**config.mk**
```make
export PLATFORM = sky130hd
export DESIGN_NAME = tsdr_queue
export DESIGN_NICKNAME = d
export VERILOG_FILES = /design/src/hdl/tsdr_queue.sv
export SDC_FILE = /design/constraint.sdc
export NUM_CORES = 1
export LEC_CHECK = 0
export ABC_AREA = 0
export BUFFER_PORTS_ARGS = -buffer_cell sky130_fd_sc_hd__buf_4
export CAP_MARGIN = 20
export CELL_PAD_IN_SITES_DETAIL_PLACEMENT = 0
export CELL_PAD_IN_SITES_GLOBAL_PLACEMENT = 1
export CORE_MARGIN = 2
export CORE_UTILIZATION = 29
export DETAILED_ROUTE_END_ITERATION = 7
export PLACE_DENSITY_LB_ADDON = 0.1
export SKIP_LAST_GASP = 1
export SLEW_MARGIN = 30
export SYNTH_ARGS = -nofsm -noshare
export SYNTH_HDL_FRONTEND = slang
export SYNTH_SLANG_ARGS = --single-unit
```
**constraint.sdc**
```tcl
create_clock -name i_clk -period 4.35 [get_ports i_clk]
set_input_delay 0.6525 -clock i_clk [delete_from_list [all_inputs] [get_ports i_clk]]
set_output_delay 0.6525 -clock i_clk [all_outputs]
set_load 0.05 [all_outputs]
```
**src/hdl/tsdr_queue.sv**
```systemverilog
// Short first-in first-out queue of captured counts between the front end
// and the arithmetic back end. Depends on nothing outside this file.
`default_nettype none

module tsdr_queue #(
    parameter int unsigned WIDTH = 16,
    parameter int unsigned DEPTH = 2
) (
    input  wire logic             i_clk,
    input  wire logic             i_rst_n,
    input  wire logic             i_push,
    input  wire logic [WIDTH-1:0] i_push_data,
    input  wire logic             i_pop,
    output logic                  o_full,
    output logic                  o_empty,
    output logic [WIDTH-1:0]      o_head
);
    localparam int unsigned AW  = (DEPTH > 1) ? $clog2(DEPTH) : 1;
    localparam int unsigned CW  = $clog2(DEPTH + 1);

    logic [WIDTH-1:0] r_mem [DEPTH];
    logic [AW-1:0]    r_wr, r_rd;
    logic [CW-1:0]    r_count;
    logic             do_push, do_pop;

    assign o_full  = (r_count == CW'(DEPTH));
    assign o_empty = (r_count == '0);
    assign o_head  = r_mem[r_rd];
    assign do_push = i_push && !o_full;
    assign do_pop  = i_pop && !o_empty;

    always_ff @(posedge i_clk) begin
        if (do_push) begin
            r_mem[r_wr] <= i_push_data;
        end
    end

    always_ff @(posedge i_clk) begin
        if (!i_rst_n) begin
            r_wr    <= '0;
            r_rd    <= '0;
            r_count <= '0;
        end else begin
            if (do_push) begin
                r_wr <= (r_wr == AW'(DEPTH - 1)) ? '0 : r_wr + AW'(1);
            end
            if (do_pop) begin
                r_rd <= (r_rd == AW'(DEPTH - 1)) ? '0 : r_rd + AW'(1);
            end
            if (do_push && !do_pop) begin
                r_count <= r_count + CW'(1);
            end else if (do_pop && !do_push) begin
                r_count <= r_count - CW'(1);
            end
        end
    end

endmodule

`default_nettype wire

```
## After elaboration in Yosys (flattened, before gate mapping)

Memory sizes are Yosys's and may differ from the RTL's. A register that Yosys moved wholly into a read port is not among the register bits.
Index checks and enable logic that the tools add are counted.

- Logic and storage cells: 27
- Memory bits (writable): 32
- Input bits: 20
- Memories: 1
- Flip-flop bits (word level): 4

Memories:

| memory | words | width | rd ports | clocked after memory_dff | write ports | RTL line | text |
|---|---|---|---|---|---|---|---|
| r_mem | 2 | 16 | 1 | 1 | 1 | 21 | `logic [WIDTH-1:0] r_mem [DEPTH];` |

- Equality and inequality tests: 1
- Reductions and logical operators: 10
- Muxes and demuxes: 8
- Add/subtract/negate cells: 4

Operators with widths:

| kind | count |
|---|---|
| two-way mux 1 bit | 6 |
| logical AND 1 bit | 4 |
| zero test 1 bit | 4 |
| two-way mux 2 bit | 2 |
| adder 1 bit, second input constant | 2 |
| adder 2 x 1 -> 2 bit, second input constant | 1 |
| == test 2 bit, second input constant | 1 |
| zero test 2 bit | 1 |
| nonzero test 2 bit | 1 |
| subtractor 2 x 1 -> 2 bit, second input constant | 1 |

## Logic depth before layout (Yosys ltp)

Gate-level depths: netlist of the first run.

- Depth after elaboration: 7
- Depth in mapped cells: 7

## Least setup slack after synthesis of the first run

OpenSTA, ideal clock, no wires.

- Kind: input port to flip-flop
- Start: input port i_push
- End: memory r_mem[0][0] (enable)
- Setup time: 388 ps
- Setup slack: 2541 ps
- Arrival: 1421 ps
- Path buffers: 0
- Required time: 3962 ps
- Stages: 2
- Cell sequence: inv_1 nor3_2

- Longest elaborated chain between the ends: 3

RTL lines:

| what | RTL line | text |
|---|---|---|
| from (decl) | 11 | `input wire logic i_push,` |
| logical AND 1 bit | 29 | `assign do_push = i_push && !o_full;` |
| two-way mux 1 bit | 33 | `if (do_push) begin` |
| two-way mux 1 bit (implied by the code) | 34 | `r_mem[r_wr] <= i_push_data;` |
| to (decl) | 21 |  |

Every way passes these cells.

==> results of run 1 <==
where the power goes:
part           switching (uW)  internal [uW]
Sequential               40.8            449
Combinational             302            172
Clock                     116            110
Total                     459            732
through the flow:
step                hold slack (ns)  cell area, sq um  std cells  power, uW  utilization [%]
floorplan                     0.483              1390         75        843                -
global placement              0.506              1730        165        977             37.1
detailed placement            0.533              1730        165        981             37.1
CTS                           0.537              1810        173       1210             38.9
global route                  0.527              1810        173       1250             38.9
finish                        0.530              1810        173       1190             38.9
worst reg2reg max path, cell delays in order, from the launching register on:
cell and delay (ns):
dfxtp_1 0.42, nand2b_1 0.19, inv_2 0.07, nor3_2 0.51, buf_4 0.32
logic make-up (layout without fill, tap and decap cells):
group                    count (synthesis)  in the layout  share of synthesized area (%)
flip-flops                              37             37                           76.5
buffers and inverters                    4             48                           1.44
multiplexers                            16             16                           13.0
adder cells (fa/ha/maj)                  1              1                          0.902
AO/OA/AOI/OAI                            5              5                           2.34
AND/OR/NAND/NOR                          9              9                           3.97
XOR/XNOR                                 3              3                           1.89
path summary, 6_finish.rpt:
check             start     endpoint  slack [ns]
max            register   o_head[10]        1.99
min          r_count[1]   r_count[1]        0.53
max reg2reg  r_count[0]  r_mem[0][5]        2.55
min reg2reg  r_count[1]   r_count[1]        0.53
layout by cell type (no fill, tap or decap):
master      instances
a21boi_0            1
a21boi_1            1
and2_1              3
and3_1              1
buf_4              38
clkbuf_8            5
clkinv_2            2
clkinvlp_4          1
dfxtp_1             5
edfxtp_1           32
ha_1                1
inv_1               1
inv_2               1
mux2_2             16
nand2b_1            1
nor2_1              2
nor3_2              1
o21a_1              1
o21ai_0             1
o21ai_1             1
or3_1               1
xnor2_1             2
xor2_1              1
final cells by class:
| cell class | count | area [sq um] |
|---|---|---|
| sequential | 37 | 1060 |
| inverter | 2 | 7.51 |
| timing repair buffer | 38 | 285 |
| clock buffer | 5 | 68.8 |
| fill | 441 | 2850 |
| tap | 54 | 67.6 |
| clock inverter | 3 | 17.5 |
| multi-input combinational | 34 | 307 |
registers in the layout (all words and copies together), names as in the netlist, named ones only:
register  cells
r_mem        32
r_count       2
r_rd          1
r_wr          1
routing by layer:
layer	vias to the layer above	routed length [microns]
met5	-	0
met4	0	31
met3	4	132
met2	20	1190
met1	359	1020
li1	366	-
==> impl_metrics.ini, run 1 <==
[status]
status = complete, no violations

[timing]
maxSlewHeadroom_pct = 46.5
hold_viol = 0
slew_viol_final = 0
totalNegativeSetupSlack_ns = 0
rsz0062_at_grt = false
setup_slack_ns = 1.99
period_minus_slack_ns = 2.36
worst_pin_slew_ns = 0.802
fmax_ghz = 0.423
finalSetupViolCount = 0
fin_crit_sh_pct = 54.4
skew_ns = 0.00497

[setup_path]
worstPathCellList = mux2_2 > buf_4
slowest_stage = dfxtp_1
worstPathMaxFanout = 16
required_ns = 3.70
cp-start-kind = register
crit_path_end_kind = output port
path_delay_family = flip-flops
path_class = register to output port
path_buf_inv = 1
rr_worst_depth = 4
arrival_ns = 1.71
cp.depth = 2
critical-path-max-stage-delay_ns = 0.81

[clock_tree]
cts-root-buf = clkbuf_8
cts_hold_buf = 0
clock_sinks = 37
numCtsBuffers = 5
postCtsSetupRepairBufs = 0
clk_pin_slew_worst_paths_ns = 0.07
tritoncts = yes
cts.path.max_buffers = 2
cts_resized = 0
ctsHtreeMaxLevel = 2
insertion_delay_ns = 0.28

[global_route]
grt_usage_pct = 9.37
grt_max_degree = 17
busiest_layer = met2
grt_util_met3_pct = 4.70
globalRoute.totalOverflow = 0
met2_usage_pct = 14.5
antenna_found_initial = 0
grt_pass1_wl_microns = 3560
grt_util_met1_pct = 11.1
grt_pass1_vias = 743

[routing]
first_pass_iters = 4
wire_per_inst_microns = 13.7
drt-total-wl_microns = 2370
ant_nets = 0
drc = 0
first_iter_violations = 50
vias_per_cell = 4.33
via_count = 749

[synthesis]
syn-num-nets = 96
avgSynthCellArea_sq_um = 18.5
postSynthCellCount = 75
synthFlopType = edfxtp_1
async_flop_share_pct = 0
synth_top_area_share_pct = 69.3
ys_types = 21
netlist_top_cells_count = 32 x edfxtp_1, 16 x mux2_2, 5 x dfxtp_1
yosysSeqAreaShare_pct = 76.5
synth_edf_count = 32
synth.largest_area_cell = edfxtp_1
yosys_warnings = 0
synth-seq-cells = 37
yosysMostFrequentCell = edfxtp_1
synth_area_leaders = edfxtp_1 69%, mux2_2 13%, dfxtp_1 7.2%
netlist_area_sq_um = 1390

[final_layout]
nNetsFinal = 139
num_antenna_cells = 0
syn_to_final_growth_pct = 30.7
final_layout_size_suffix_gt1_share_pct = 53.8

[floorplanning]
pin_count = 38
coreArea_sq_um = 4660
fp.dieW_microns = 73.2
num_rows = 25
fp.dieH_microns = 73.2
initial_core_util_pct = 29.8
die_area_sq_um = 5350

[worst_hold_path]
min_delay_path_depth = 2
hold_class = register to register

[placed_design]
pre_cts_slack_ns = 2.25
dp_hpwl_microns = 1640
place.gp.congestion = 0.632
port_buffers = 37

[job]
drv_cap = 0

[power]
power.density_nw_per_um2 = 656
power_leakage_uw = 0.000686
max-vdd-ir-drop_v = 0.000249
No activity file was read; power rests on OpenSTA's default activity.
==> inputs of run 2 (changes only) <==
==> constraint.sdc (replaced) <==
create_clock -name i_clk -period 2 [get_ports i_clk]
set_input_delay 0.3 -clock i_clk [delete_from_list [all_inputs] [get_ports i_clk]]
set_output_delay 0.3 -clock i_clk [all_outputs]
set_load 0.05 [all_outputs]
==> impl_metrics.ini, run 2 (same netlist as run 1, synthesis figures left out) <==
[floorplanning]
coreArea_sq_um = 4660
fp.dieH_microns = 73.2
initial_core_util_pct = 29.8
num_rows = 25
pin_count = 38
die_area_sq_um = 5350
fp.dieW_microns = 73.2

[clock_tree]
tritoncts = yes
cts.path.max_buffers = 2
insertion_delay_ns = 0.28
clk_pin_slew_worst_paths_ns = 0.07
clock_sinks = 37
postCtsSetupRepairBufs = 0
cts_resized = 0
ctsHtreeMaxLevel = 2
numCtsBuffers = 5
cts-root-buf = clkbuf_8
cts_hold_buf = 0

[routing]
first_pass_iters = 3
top_layer = met4
wl_met1_microns = 954
vias_per_cell = 4.31
drt-total-wl_microns = 2400
first_iter_violations = 60
ant_nets = 0
wire_per_inst_microns = 13.7
via_count = 755
drc = 0
routed-wl-met3_microns = 158
dr_wl_met2_microns = 1240

[setup_path]
rr_worst_depth = 6
required_ns = 1.70
crit_path_end_kind = output port
reg2reg_from = r_count[0]
regToRegSetupSlack_ns = 0.46
path_class = register to output port
arrival_ns = 1.38
r2r_end = r_count[1]
worstPathMaxFanout = 16
cp-start-kind = register

[final_layout]
nNetsFinal = 142
design_area_sq_um = 1830
nFillCells = 438
num_antenna_cells = 0
regMostFlops = r_mem
final_layout_size_suffix_gt1_share_pct = 52.9
top_regs = r_mem x32, r_count x2
final_common_cell = buf_4
stdcell_count = 175
final_util_pct = 39.2
layout_common_cells = 41 x buf_4, 32 x edfxtp_1, 16 x mux2_2
syn_to_final_growth_pct = 31.6
largest_reg_flops = 32

[placed_design]
dpl_cell_area_sq_um = 1750
dp.cells = 168
dp_hpwl_microns = 1640
port_buffers = 37
place.gp.congestion = 0.628

[timing]
slew_viol_final = 0
finalHoldWorstSlack_ns = 0.201
fin_crit_sh_pct = 84.0
worst_pin_slew_ns = 0.235
rsz0062_at_grt = false
hold_viol = 0
period_minus_slack_ns = 1.68
finalSetupViolCount = 0
fmax_ghz = 0.595
skew_ns = 0.00719
totalNegativeSetupSlack_ns = 0
maxSlewHeadroom_pct = 84.3

[power]
swShare_pct = 37.9
internal-power_uw = 1600
seq_power_share_pct = 39.4
combPwrFrac_pct = 42.4
power.density_nw_per_um2 = 1420
power_leakage_uw = 0.000697
clkPwrFrac_pct = 18.2
max-vdd-ir-drop_v = 0.000862
p_switching_uw = 981

[worst_hold_path]
min_delay_path_depth = 1
hold_end = r_mem[0][9]
hold_class = input pin to register
worstHoldStart = i_push_data[9]

[global_route]
grt_pass1_wl_microns = 3580
grt_usage_pct = 9.39
grt_pass1_vias = 785
globalRoute.totalOverflow = 0
grt_max_degree = 17
antenna_found_initial = 0

[job]
drv_cap = 0

[status]
status = complete, no violations
-- run 2: cell types whose count changed in the layout (fill, tap and decap cells not counted), sizes merged --
| cell | change |
|---|---|
| buf | +3 |
| clkbuf | +1 |
| clkinvlp | -1 |
| clkinv | -1 |
-- run 2: critical path: stages, from the launching register on --
cell and delay, ns:
dfxtp_1 0.30, buf_4 0.24, mux2_2 0.37, buf_4 0.19
-- run 2: layout make-up --
class                      instances  area, sq um  area share [%]
clock buffer                       6         72.6            3.97
clock inverter                     1         3.75           0.205
inverter                           2         7.51           0.411
multi-input combinational         34          307            16.8
sequential                        37         1060            58.1
tap                               54         67.6            3.70
timing repair buffer              41          308            16.8
-- run 2: metal layers --
| metal | GRT usage (%) | vias up |
|---|---|---|
| met1 | 9.47 | 360 |
| met4 | 4.94 | 0 |
| met5 | 0 | - |
| li1 | - | 371 |
| met2 | 16.1 | 19 |
| met3 | 4.28 | 5 |
-- run 2: metrics by stage --
| step | power (uW) | setup slack, ns |
|---|---|---|
| floorplan | 1830 | 0.221 |
| global placement | 2140 | 0.496 |
| detailed placement | 2150 | 0.466 |
| CTS | 2630 | 0.286 |
| global route | 2720 | 0.254 |
| finish | 2590 | 0.319 |
-- run 2: power groups by stage --
stage	registers, uW	logic, uW	clock network, uW
after detailed placement	1040	1120	0
after global placement	1030	1110	0
after floorplan	1030	806	0
after CTS	1020	1120	487
final	1020	1100	470
after global routing	1030	1160	526
-- run 2: worst max path at each step --
stage                  end
2_1_floorplan  r_mem[0][0]
3_3_place_gp    r_count[1]
3_5_place_dp    r_count[1]
4_1_cts          o_head[1]
5_1_grt          o_head[4]
6_report         o_head[1]
==> inputs of run 3 (changes only) <==
==> constraint.sdc (replaced) <==
create_clock -name i_clk -period 1.4 [get_ports i_clk]
set_input_delay 0.21 -clock i_clk [delete_from_list [all_inputs] [get_ports i_clk]]
set_output_delay 0.21 -clock i_clk [all_outputs]
set_load 0.05 [all_outputs]
==> impl_metrics.ini, run 3 (same netlist as run 1, synthesis figures left out) <==
[floorplanning]
initial_core_util_pct = 29.8
fp.dieW_microns = 73.2
fp.dieH_microns = 73.2
coreArea_sq_um = 4660
num_rows = 25
pin_count = 38
die_area_sq_um = 5350

[final_layout]
layout_common_cells = 32 x edfxtp_1, 28 x buf_4, 18 x buf_8
regMostFlops = r_mem
design_area_sq_um = 2180
final_common_cell = edfxtp_1
nNetsFinal = 150
largest_reg_flops = 32
top_regs = r_mem x32, r_count x2
num_antenna_cells = 0
final_layout_size_suffix_gt1_share_pct = 62.3
syn_to_final_growth_pct = 57.4

[routing]
first_pass_iters = 2
drt-total-wl_microns = 2670
via_count = 818
drc = 0
first_iter_violations = 7
ant_nets = 0
wire_per_inst_microns = 14.5
vias_per_cell = 4.45

[setup_path]
critical-path-max-stage-delay_ns = 0.38
worstPathCellList = buf_8 > mux2_4 > buf_8
cp-start-kind = register
arrival_ns = 1.27
crit_path_end_kind = output port
cp_common_cell = buf_8
required_ns = 1.19
path_class = register to output port
slowest_stage = dfxtp_4
worstPathMaxFanout = 6

[timing]
fmax_ghz = 0.677
worst_pin_slew_ns = 0.195
totalNegativeSetupSlack_ns = -1.18
maxSlewHeadroom_pct = 87.0
period_minus_slack_ns = 1.48
setup_slack_ns = -0.0764
rsz0062_at_grt = true
slew_viol_final = 0
skew_ns = 0.00498
finalSetupViolCount = 17
hold_viol = 0
fin_crit_sh_pct = 105

[clock_tree]
numCtsBuffers = 5
cts.path.max_buffers = 2
ctsHtreeMaxLevel = 2
insertion_delay_ns = 0.28
clock_sinks = 37
cts_hold_buf = 0
clk_pin_slew_worst_paths_ns = 0.07
cts-root-buf = clkbuf_8
tritoncts = yes

[placed_design]
dpl_cell_area_sq_um = 1830
dp_hpwl_microns = 1860
place.gp.congestion = 0.711
pre_cts_slack_ns = -0.0871
port_buffers = 37

[status]
violations = negative setup slack
status = finished with violations

[power]
max-vdd-ir-drop_v = 0.00101
power_leakage_uw = 0.000868
power.density_nw_per_um2 = 2110

[global_route]
grt_pass1_vias = 925
grt_usage_pct = 11.6
globalRoute.totalOverflow = 0
grt_max_degree = 12
grt_pass1_wl_microns = 4480
antenna_found_initial = 0

[worst_hold_path]
hold_class = input pin to register

[job]
drv_cap = 0
-- run 3: what timing repair did --
item / 4_1_cts / 5_1_grt
cloned: 1 / 0
gates resized for setup: 59 / 5
setup buffers: 1 / 0
pin swaps: 2 / 1
setup endpoints to repair: 18 / 19
-- run 3: cell type report --
| cell class | count | area, sq um |
|---|---|---|
| tap | 54 | 67.6 |
| inverter | 2 | 15.0 |
| multi-input combinational | 34 | 412 |
| fill | 404 | 2480 |
| clock inverter | 2 | 33.8 |
| timing repair buffer | 49 | 514 |
| clock buffer | 6 | 72.6 |
| sequential | 37 | 1070 |
-- run 3: critical path: cells and delay by family, from the launching register on --
kind | cells | cell delay (ns)
DFF | 1 | 0.38
muxes | 1 | 0.31
buffers and inverters | 2 | 0.29
-- run 3: stage by stage --
step,power (uW),util (%),std cells,hold slack (ns)
floorplan,2690,-,75,0.309
global placement,3200,39.2,174,0.395
detailed placement,3230,39.2,174,0.399
CTS,4630,46.5,184,0.0960
global route,4850,46.9,184,0.0875
finish,4610,46.9,184,0.111
-- run 3: report_power, final --
part           switching [uW]  total [uW]  internal (uW)
clock network             337         862            525
logic                    1170        2230           1060
registers                 101        1510           1410
-- run 3: worst paths after layout --
kind / cells past startpoint / endpoint / slack (ns) / start
max: 3 / o_head[4] / -0.08 / register
min: 1 / r_mem[0][0] / 0.11 / i_push_data[0]
max reg2reg: 7 / r_count[1] / -0.02 / r_count[0]
min reg2reg: 2 / r_count[1] / 0.56 / r_count[1]
-- run 3: per-layer routing --
| metal | global-route usage (%) | share of wire, % | routed length (microns) |
|---|---|---|---|
| met1 | 13.6 | 42 | 1120 |
| met2 | 18.9 | 51 | 1360 |
| met3 | 4.97 | 5.5 | 147 |
| met4 | 4.32 | 1.6 | 44 |
| met5 | 0 | 0 | 0 |
