===== config.mk =====
export PLATFORM = sky130hd
export DESIGN_NAME = tsdr_back_flat
export DESIGN_NICKNAME = d
export VERILOG_FILES = /design/src/hdl/tsdr_pkg.sv /design/src/hdl/tsdr_stream_if.sv /design/src/hdl/tsdr_divider.sv /design/src/hdl/tsdr_back.sv /design/src/flat_wrapper.sv
export SDC_FILE = /design/constraint.sdc
export NUM_CORES = 1
export LEC_CHECK = 0
export BUFFER_PORTS_ARGS = -buffer_cell sky130_fd_sc_hd__buf_4
export CELL_PAD_IN_SITES_DETAIL_PLACEMENT = 1
export CELL_PAD_IN_SITES_GLOBAL_PLACEMENT = 2
export CORE_UTILIZATION = 40
export DETAILED_ROUTE_END_ITERATION = 8
export GPL_ROUTABILITY_DRIVEN = 0
export PLACE_DENSITY_LB_ADDON = 0.1
export SLEW_MARGIN = 25
export SYNTH_ARGS = -nofsm -noshare
export SYNTH_HDL_FRONTEND = slang
export SYNTH_HIERARCHICAL = 1
export SYNTH_SLANG_ARGS = --single-unit

===== constraint.sdc =====
create_clock -name i_clk -period 11.85 [get_ports i_clk]
set_input_delay 0.5925 -clock i_clk [delete_from_list [all_inputs] [get_ports i_clk]]
set_output_delay 0.5925 -clock i_clk [all_outputs]
set_load 0.05 [all_outputs]

===== src/hdl/tsdr_pkg.sv =====
// Package for the thermistor sigma-delta reader: item and register types,
// register indexes, reset values and the linearisation constants.
// Depends on nothing; the reader, front end, divider and back end import it.
`default_nettype none

package tsdr_pkg;

    // Operation codes carried by an input item.
    localparam logic OP_START = 1'b0;
    localparam logic OP_TICK  = 1'b1;

    // Configuration register indexes.
    localparam int unsigned CFG_IDX_W = 3;
    localparam int unsigned CFG_DATA_W = 32;
    localparam logic [CFG_IDX_W-1:0] CFG_WINDOW_TICKS   = 3'd0;
    localparam logic [CFG_IDX_W-1:0] CFG_OFFSET_C       = 3'd1;
    localparam logic [CFG_IDX_W-1:0] CFG_GAIN_M         = 3'd2;
    localparam logic [CFG_IDX_W-1:0] CFG_RES_LIMIT      = 3'd3;
    localparam logic [CFG_IDX_W-1:0] CFG_INVALID_CODE   = 3'd4;

    // Register reset values.
    localparam logic [15:0]        RST_WINDOW_TICKS   = 16'd8192;
    localparam logic [15:0]        RST_OFFSET_C       = 16'd32884;
    localparam logic [3:0]         RST_GAIN_M         = 4'd4;
    localparam logic [19:0]        RST_RES_LIMIT      = 20'd30000;
    localparam logic signed [31:0] RST_INVALID_CODE   = 32'sh8000_0000;

    // Linearisation constants.
    localparam logic [11:0]        RES_SCALE  = 12'd2100;
    localparam logic [5:0]         LIN_SLOPE  = 6'd54;
    localparam logic signed [31:0] LIN_OFFSET = 32'sd469350;

    // Width of the resistance dividend: a 16 bit product times 2100.
    localparam int unsigned NUM_W = 28;

    // Depth of the queue between the window counter and the arithmetic.
    localparam int unsigned QUEUE_DEPTH = 2;

    typedef struct packed {
        logic [15:0]        window_ticks;
        logic [15:0]        offset_c;
        logic [3:0]         gain_m;
        logic [19:0]        res_limit;
        logic signed [31:0] invalid_code;
    } t_cfg;

    typedef struct packed {
        logic op;
        logic comparator_level;
    } t_in_item;

    typedef struct packed {
        logic [15:0]        raw_count;
        logic signed [31:0] temperature;
        logic               temp_valid;
    } t_out_item;

    typedef enum logic [2:0] {
        BK_IDLE,
        BK_MUL,
        BK_SCALE,
        BK_DIV_START,
        BK_DIV_WAIT,
        BK_LIN,
        BK_OUT
    } t_back_state;

endpackage

`default_nettype wire


===== src/hdl/tsdr_stream_if.sv =====
// Valid/ready stream interface used for the input and result channels.
// The payload type is a parameter; no other dependencies.
`default_nettype none

interface tsdr_stream_if #(
    parameter type t_data = logic
) ();
    logic  valid;
    logic  ready;
    t_data data;

    modport source (output valid, output data, input ready);
    modport sink   (input valid, input data, output ready);
endinterface

`default_nettype wire


===== src/hdl/tsdr_divider.sv =====
// Restoring divider producing one quotient bit per cycle, used for the
// resistance quotient. Depends on tsdr_pkg for the dividend width.
`default_nettype none

module tsdr_divider (
    input  wire logic                       i_clk,
    input  wire logic                       i_rst_n,
    input  wire logic                       i_start,
    input  wire logic [tsdr_pkg::NUM_W-1:0] i_dividend,
    input  wire logic [15:0]                i_divisor,
    output logic                            o_done,
    output logic [tsdr_pkg::NUM_W-1:0]      o_quotient
);
    import tsdr_pkg::*;

    localparam int unsigned STEP_W = $clog2(NUM_W);

    logic [16:0]       r_rem;
    logic [NUM_W-1:0]  r_quo;
    logic [15:0]       r_div;
    logic [STEP_W-1:0] r_step;
    logic              r_busy;
    logic              r_done;
    logic [16:0]       rem_shift;
    logic              take;

    assign rem_shift  = {r_rem[15:0], r_quo[NUM_W-1]};
    assign take       = (rem_shift >= {1'b0, r_div});
    assign o_done     = r_done;
    assign o_quotient = r_quo;

    always_ff @(posedge i_clk) begin
        if (i_start) begin
            r_rem  <= '0;
            r_quo  <= i_dividend;
            r_div  <= i_divisor;
            r_step <= STEP_W'(NUM_W - 1);
        end else if (r_busy) begin
            r_rem  <= take ? rem_shift - {1'b0, r_div} : rem_shift;
            r_quo  <= {r_quo[NUM_W-2:0], take};
            r_step <= r_step - STEP_W'(1);
        end
    end

    always_ff @(posedge i_clk) begin
        if (!i_rst_n) begin
            r_busy <= 1'b0;
            r_done <= 1'b0;
        end else begin
            r_done <= 1'b0;
            if (i_start) begin
                r_busy <= 1'b1;
            end else if (r_busy && r_step == '0) begin
                r_busy <= 1'b0;
                r_done <= 1'b1;
            end
        end
    end

endmodule

`default_nettype wire


===== src/hdl/tsdr_back.sv =====
// Back end: pops a captured count, works out voltage, resistance and
// temperature with a single divider and holds the result for the sink.
// Depends on tsdr_pkg, tsdr_stream_if and tsdr_divider.
`default_nettype none

module tsdr_back #(
    parameter int unsigned COUNTER_WIDTH = 16
) (
    input  wire logic                     i_clk,
    input  wire logic                     i_rst_n,
    input  wire tsdr_pkg::t_cfg           i_cfg,
    input  wire logic                     i_q_empty,
    input  wire logic [COUNTER_WIDTH-1:0] i_q_head,
    output logic                          o_pop,
    tsdr_stream_if.source                 o_out
);
    import tsdr_pkg::*;

    localparam int unsigned PW    = COUNTER_WIDTH + 4;
    localparam int unsigned CMP_W = (PW > 16) ? PW : 16;

    t_back_state              r_state, n_state;
    logic [COUNTER_WIDTH-1:0] r_count;
    logic [PW-1:0]            r_prod;
    logic                     r_pos;
    logic [15:0]              r_volt;
    logic [NUM_W-1:0]         r_num;
    t_out_item                r_out;
    logic                     div_start;
    logic                     div_done;
    logic [NUM_W-1:0]         quotient;
    logic                     pos;
    logic [25:0]              slope_prod;
    logic                     res_ok;

    tsdr_divider u_divider (
        .i_clk      (i_clk),
        .i_rst_n    (i_rst_n),
        .i_start    (div_start),
        .i_dividend (r_num),
        .i_divisor  (r_volt),
        .o_done     (div_done),
        .o_quotient (quotient)
    );

    // Voltage is positive exactly when gain times count stays below the
    // offset, and then the product fits in 16 bits.
    assign pos        = (CMP_W'(r_prod) < CMP_W'(i_cfg.offset_c));
    assign slope_prod = 26'(quotient[19:0]) * 26'(LIN_SLOPE);
    assign res_ok     = r_pos && (quotient <= NUM_W'(i_cfg.res_limit));

    assign o_out.data = r_out;

    always_comb begin
        n_state     = r_state;
        o_pop       = 1'b0;
        div_start   = 1'b0;
        o_out.valid = 1'b0;
        unique case (r_state)
            BK_IDLE: begin
                if (!i_q_empty) begin
                    o_pop   = 1'b1;
                    n_state = BK_MUL;
                end
            end
            BK_MUL: begin
                n_state = BK_SCALE;
            end
            BK_SCALE: begin
                n_state = pos ? BK_DIV_START : BK_LIN;
            end
            BK_DIV_START: begin
                div_start = 1'b1;
                n_state   = BK_DIV_WAIT;
            end
            BK_DIV_WAIT: begin
                if (div_done) begin
                    n_state = BK_LIN;
                end
            end
            BK_LIN: begin
                n_state = BK_OUT;
            end
            BK_OUT: begin
                o_out.valid = 1'b1;
                if (o_out.ready) begin
                    n_state = BK_IDLE;
                end
            end
            default: begin
                n_state = BK_IDLE;
            end
        endcase
    end

    always_ff @(posedge i_clk) begin
        if (!i_rst_n) begin
            r_state <= BK_IDLE;
        end else begin
            r_state <= n_state;
        end
    end

    always_ff @(posedge i_clk) begin
        if (r_state == BK_IDLE) begin
            r_count <= i_q_head;
        end
        if (r_state == BK_MUL) begin
            r_prod <= PW'(i_cfg.gain_m) * PW'(r_count);
        end
        if (r_state == BK_SCALE) begin
            r_pos  <= pos;
            r_volt <= i_cfg.offset_c - 16'(r_prod);
            r_num  <= NUM_W'(16'(r_prod)) * NUM_W'(RES_SCALE);
        end
        if (r_state == BK_LIN) begin
            r_out.raw_count   <= 16'(r_count);
            r_out.temp_valid  <= res_ok;
            r_out.temperature <= res_ok ? LIN_OFFSET - signed'(32'(slope_prod))
                                        : i_cfg.invalid_code;
        end
    end

endmodule

`default_nettype wire

===== src/flat_wrapper.sv =====
// flat-port wrapper written by rule: the top's interface ports become plain ports
module tsdr_back_flat import tsdr_pkg::*;
#(
    parameter int unsigned COUNTER_WIDTH = 16
)
  (i_clk, i_rst_n, i_cfg, i_q_empty, i_q_head, o_pop, o_out_valid, o_out_data, o_out_ready);
  tsdr_stream_if o_out_i ();
  input  wire logic i_clk;
  input  wire logic i_rst_n;
  input  wire tsdr_pkg::t_cfg i_cfg;
  input  wire logic i_q_empty;
  input  wire logic [COUNTER_WIDTH-1:0] i_q_head;
  output logic o_pop;
  output wire logic [$bits(o_out_i.valid)-1:0] o_out_valid;
  output wire logic [$bits(o_out_i.data)-1:0] o_out_data;
  input wire logic [$bits(o_out_i.ready)-1:0] o_out_ready;
  assign o_out_valid = o_out_i.valid;
  assign o_out_data = o_out_i.data;
  assign o_out_i.ready = o_out_ready;
  tsdr_back #(.COUNTER_WIDTH(COUNTER_WIDTH)) u_core (.i_clk(i_clk), .i_rst_n(i_rst_n), .i_cfg(i_cfg), .i_q_empty(i_q_empty), .i_q_head(i_q_head), .o_pop(o_pop), .o_out(o_out_i));
endmodule

# Yosys cells after proc, flatten, opt, wreduce, memory -nomap -nowiden
# Index checks and enable logic that the tools add are counted.
[totals]
ff_bits = 150
latchBits = 0
ramBits = 0
romBits = 0
input_bits = 108
output_inout_bits = 3
wordCells = 55
n_memories = 0
[classes]
add_sub_neg = 3
n_mul = 2
div = 0
order_cmp = 3
eq_ne = 9
n_shift = 0
mux = 15
bitwise = 1
reduce_logical = 8
[ops]
columns = ["op", "n"]
rows = [
  ["2-to-1 mux 28 bit", 2],
  ["subtractor 16 bit", 2],
  ["<= comparator 28 x 20 -> 1 bit", 1],
  ["multiplier 16 x 10 -> 26 bit, second input constant", 1],
  ["one-hot mux 3 bit (7 select lines)", 1],
  ["< comparator 20 x 16 -> 1 bit", 1],
  ["multiplier 4 x 16 -> 20 bit", 1],
  ["greater-or-equal comparator 17 x 16 -> 1 bit", 1],
  ["2-to-1 mux 16 bit", 1],
  ["2-to-1 mux 3 bit", 4],
  ["equality test 3 bit, second input constant", 3],
  ["2-to-1 mux 1 bit", 7],
  ["equality test 3 x 2 -> 1 bit, second input constant", 2],
  ["!= test 2 bit, second input constant", 3],
  ["zero test 5 bit", 1],
  ["subtractor 5 x 1 -> 5 bit, second input constant", 1],
  ["nonzero test 2 bit", 2],
  ["equality test 3 x 1 -> 1 bit, second input constant", 1],
  ["zero test 3 bit", 1],
  ["AND reduction 3 bit", 1],
  ["logical AND 1 bit", 2],
  ["OR reduction 2 bit", 1],
  ["inverter 1 bit", 1],
]

# Logic depth before layout (Yosys ltp)
[depth]
ltp_word = 4
depth_mapped = 15
ltp_nobuf = 15

# By module
# Netlist, hierarchy kept.
[modules_own_cells]
columns = ["mod", "instances", "cells_each", "area_per_inst_um2", "seq_area_each_um2"]
rows = [
  ["tsdr_back", 1, 850, 8499.4, 2462.4],
  ["tsdr_divider", 1, 318, 3565.9, 1781.7],
]

# Worst setup path before layout
# OpenSTA, ideal clock, no wires.
[synth_timing]
path_kind = "flip-flop to flip-flop"
start = "reg u_core.r_prod[7]"
end = "reg u_core.r_num[26], data pin"
setup_time_ns = 0.135
arrival_ns = 4.059
required_time_ns = 11.715
setup_slack_ns = 7.656
stages_incl_launch_ff = 14
path_buffers = 0
synth_period_minus_slack_ns = 4.194
path_cell_list = "edfxtp_1 > ha_1 > ha_1 > ha_1 > inv_1 > fa_1 > fa_1 > inv_1 > ha_1 > and3_1 > a2111oi_4 > nor4_1 > or4_1 > nand3_1"
[synth_between]
elab_chain_cells = 1
[synth_rtl]
columns = ["item", "line", "rtl"]
rows = [
  ["start, declared", "tsdr_back.sv:24", "logic [PW-1:0] r_prod;"],
  ["start signal, assigned", "tsdr_back.sv:109", "r_prod <= PW'(i_cfg.gain_m) * PW'(r_count);"],
  ["multiplier 16 x 10 -> 26 bit", "tsdr_back.sv:114", "r_num <= NUM_W'(16'(r_prod)) * NUM_W'(RES_SCALE);"],
  ["end signal, assigned", "tsdr_back.sv:114", ""],
  ["end, declared", "tsdr_back.sv:27", "logic [NUM_W-1:0] r_num;"],
]
# Every way passes these cells.
# A chain may end at the register's enable or synchronous reset.

# Final worst setup path
# Ends and elaborated chain as after synthesis.

==> results.toml <==
[pwr]
max-vdd-ir-drop_v = 0.000160
sw_frac_of_total_pct = 41.6
p_comb_share_pct = 55.8
leakagePower_uw = 0.00608
p_int_uw = 1820
power.switching_uw = 1300
p_per_area_mw_per_mm2 = 230
clockPowerShare_pct = 18.3
total_power_uw = 3120
power_frac_seq_pct = 25.9

[job]
maxCapViolCount = 0

[yosys]
yosysWarnings = 6
ys_top_cells_by_area = "edfxtp_1 31%, ha_1 17%, fa_1 8.5%"
avgSynthCellArea_sq_um = 10.3
yosysSeqAreaShare_pct = 35.2
synth_commonest_cells = "177 x inv_1, 165 x ha_1, 124 x edfxtp_1"
synth_largest_area_cell = "edfxtp_1"
ys_types = 83
synth_area_sq_mm = 0.0121
synthMostInstantiatedCell = "inv_1"
synth_edf_count = 124
ys.flop_type = "edfxtp_1"
synth_seq_cells = 150
synthArstFlopShare_pct = 0
synthCells = 1168
synth_top_area_share_pct = 30.9

[routing]
via_count = 8444
drc_errors = 0
drt-wirelength-per-cell_um = 16.6
routed_wl_um = 27000
drt_pre_antenna_iters = 4
drtIter0Drc = 257
antenna_left = 0
drt-vias-per-instance = 5.17

[worst_hold_path]
worstHoldPathType = "in2reg"

[layout]
syn_to_final_growth_pct = 12.3
fill_cells = 3306
final_layout_size_suffix_gt1_share_pct = 12.5
diodes = 0
nets = 1554

[clock_network]
numCtsBuffers = 17
clk_latency_ps = 450
cts.path.max_buffers = 2
cts_tree = "yes"
clk_pin_slew_worst_paths_ps = 70
clockRootBuffer = "clkbuf_16"
post_cts_buffers = 0
clock_sinks = 150
cts-htree-levels = 4
hold_buffers = 0
cts.repair.resized = 0

[sta]
hold_viol = 0
fin_crit_sh_pct = 39.4
fin_worst_skew_ps = 11.1
drv_slew = 0
rsz0062_at_grt = "no"
finalSetupViolCount = 0
setup_tns_ps = 0
fin_crit_ps = 4670
worst_pin_slew_ps = 990
slew_headroom_pct = 33.8
fmax_ghz = 0.214

[critical_path]
critPathCaptureType = "flop"
cp_max_fo = 6
required_ps = 12150
worstSetupPathType = "reg2reg"
critPathLaunchType = "flop"
arrival_ps = 4980

[grt]
overflow = 0
grt_max_degree = 59
grt_pass1_vias = 9118
grt_pass1_wl_um = 45900
antenna_found_initial = 0
grtUsageTotal_pct = 19.1

[floorplan]
die_height_um = 176
row_count = 63
start_util_pct = 40.7
core_area_sq_mm = 0.0296
die-area_sq_mm = 0.0309
fp.dieW_um = 176
top_level_ports = 111

[outcome]
status = "finished clean"

[placement]
numPortBuffers = 62
dp_hpwl_um = 21300
## path summary, 6_finish.rpt
path,start,to,slack [ps],depth (start not counted)
max,u_core/r_prod[7],u_core/r_num[26],7180,13
min,i_q_head[8],u_core/r_count[8],320,1
max reg2reg,u_core/r_prod[7],u_core/r_num[26],7180,13
min reg2reg,u_core/r_volt[9],u_core/u_divider/r_div[9],420,0
## registers in the layout (all words and copies together) (netlist names)
signal	cells
u_core/u_divider/r_step	5
u_core/r_count	16
u_core/u_divider/o_done	1
u_core/r_pos	1
u_core/u_divider/o_quotient	28
u_core/r_state	3
u_core/r_num	26
u_core/o_out.data	1
u_core/u_divider/r_busy	1
u_core/u_divider/r_rem	16
u_core/u_divider/r_div	16
u_core/r_prod	20
u_core/r_volt	16
## kinds of logic (layout without fill, tap and decap cells)
kind of cell             Yosys count  after routing  synth area share, %
AO/OA/AOI/OAI                    223            223                 12.7
buffers and inverters            202            276                 6.59
adder cells (fa/ha/maj)          216            216                 25.6
AND/OR/NAND/NOR                  287            287                 12.8
XOR/XNOR                          52             52                 3.77
multiplexers                      37             37                 3.40
other                              1              2               0.0311
flip-flops                       150            150                 35.2
## layout make-up
cell class	instances	area, sq um	area share, %
Clock buffer	17	425	3.14
Clock inverter	15	181	1.34
Inverter	178	668	4.93
Multi-Input combinational cell	817	7050	52.0
Sequential cell	150	4240	31.3
Tap cell	390	488	3.60
Timing Repair Buffer	66	495	3.66
## power by group through the flow
| stage | clock (uW) | sequential, uW | combinational (uW) |
|---|---|---|---|
| after floorplan | 0 | 789 | 1390 |
| after global placement | 0 | 819 | 1730 |
| after detailed placement | 0 | 822 | 1760 |
| after CTS | 588 | 811 | 1780 |
| after global routing | 608 | 819 | 2020 |
| final | 570 | 809 | 1740 |
## stage by stage
stage | hold slack [ps] | instances | setup WS [ps] | area (sq um) | util [%]
CTS | 290 | 1633 | 7150 | 13600 | 45.7
finish | 319 | 1633 | 7180 | 13600 | 45.7
global placement | 401 | 1601 | 7210 | 12900 | 43.7
floorplan | 400 | 1169 | 7660 | 12100 | -
detailed placement | 406 | 1601 | 7170 | 12900 | 43.7
global route | 289 | 1633 | 6950 | 13600 | 45.7
## routing by layer
metal | part of all wire (%) | wire (um) | global-route usage [%]
met1 | 49 | 13100 | 24.9
met2 | 48 | 13000 | 32.3
met3 | 1.8 | 490 | 3.38
met4 | 1.4 | 391 | 5.22
met5 | 0 | 0 | 0
## placed cells by master, fill, tap and decap left out, types with 7 or more instances in the layout
master	n
a21o_1	22
a21oi_1	54
a31oi_1	7
and2_1	47
and3_1	9
buf_4	66
clkbuf_16	17
dfxtp_1	26
edfxtp_1	124
fa_1	51
ha_1	165
inv_1	176
mux2_2	28
mux2i_1	8
nand2_1	64
nand2b_1	22
nand3_1	15
nand4_1	11
nor2_1	47
nor2b_1	14
nor3_1	14
nor4_1	9
o211ai_1	7
o21a_1	12
o21ai_0	33
o21ai_1	15
o31a_1	7
xnor2_1	40
xor2_1	12
## critical path, cell delays in order, from the launching register on
cell and delay, ps:
edfxtp_1 580, ha_1 390, ha_1 300, ha_1 270, inv_1 50, fa_1 500
fa_1 520, inv_1 50, ha_1 340, and3_1 230, a2111oi_4 490, nor4_1 190
or4_1 540, nand3_1 100
Note: power is estimated with default switching activity, not from simulation.
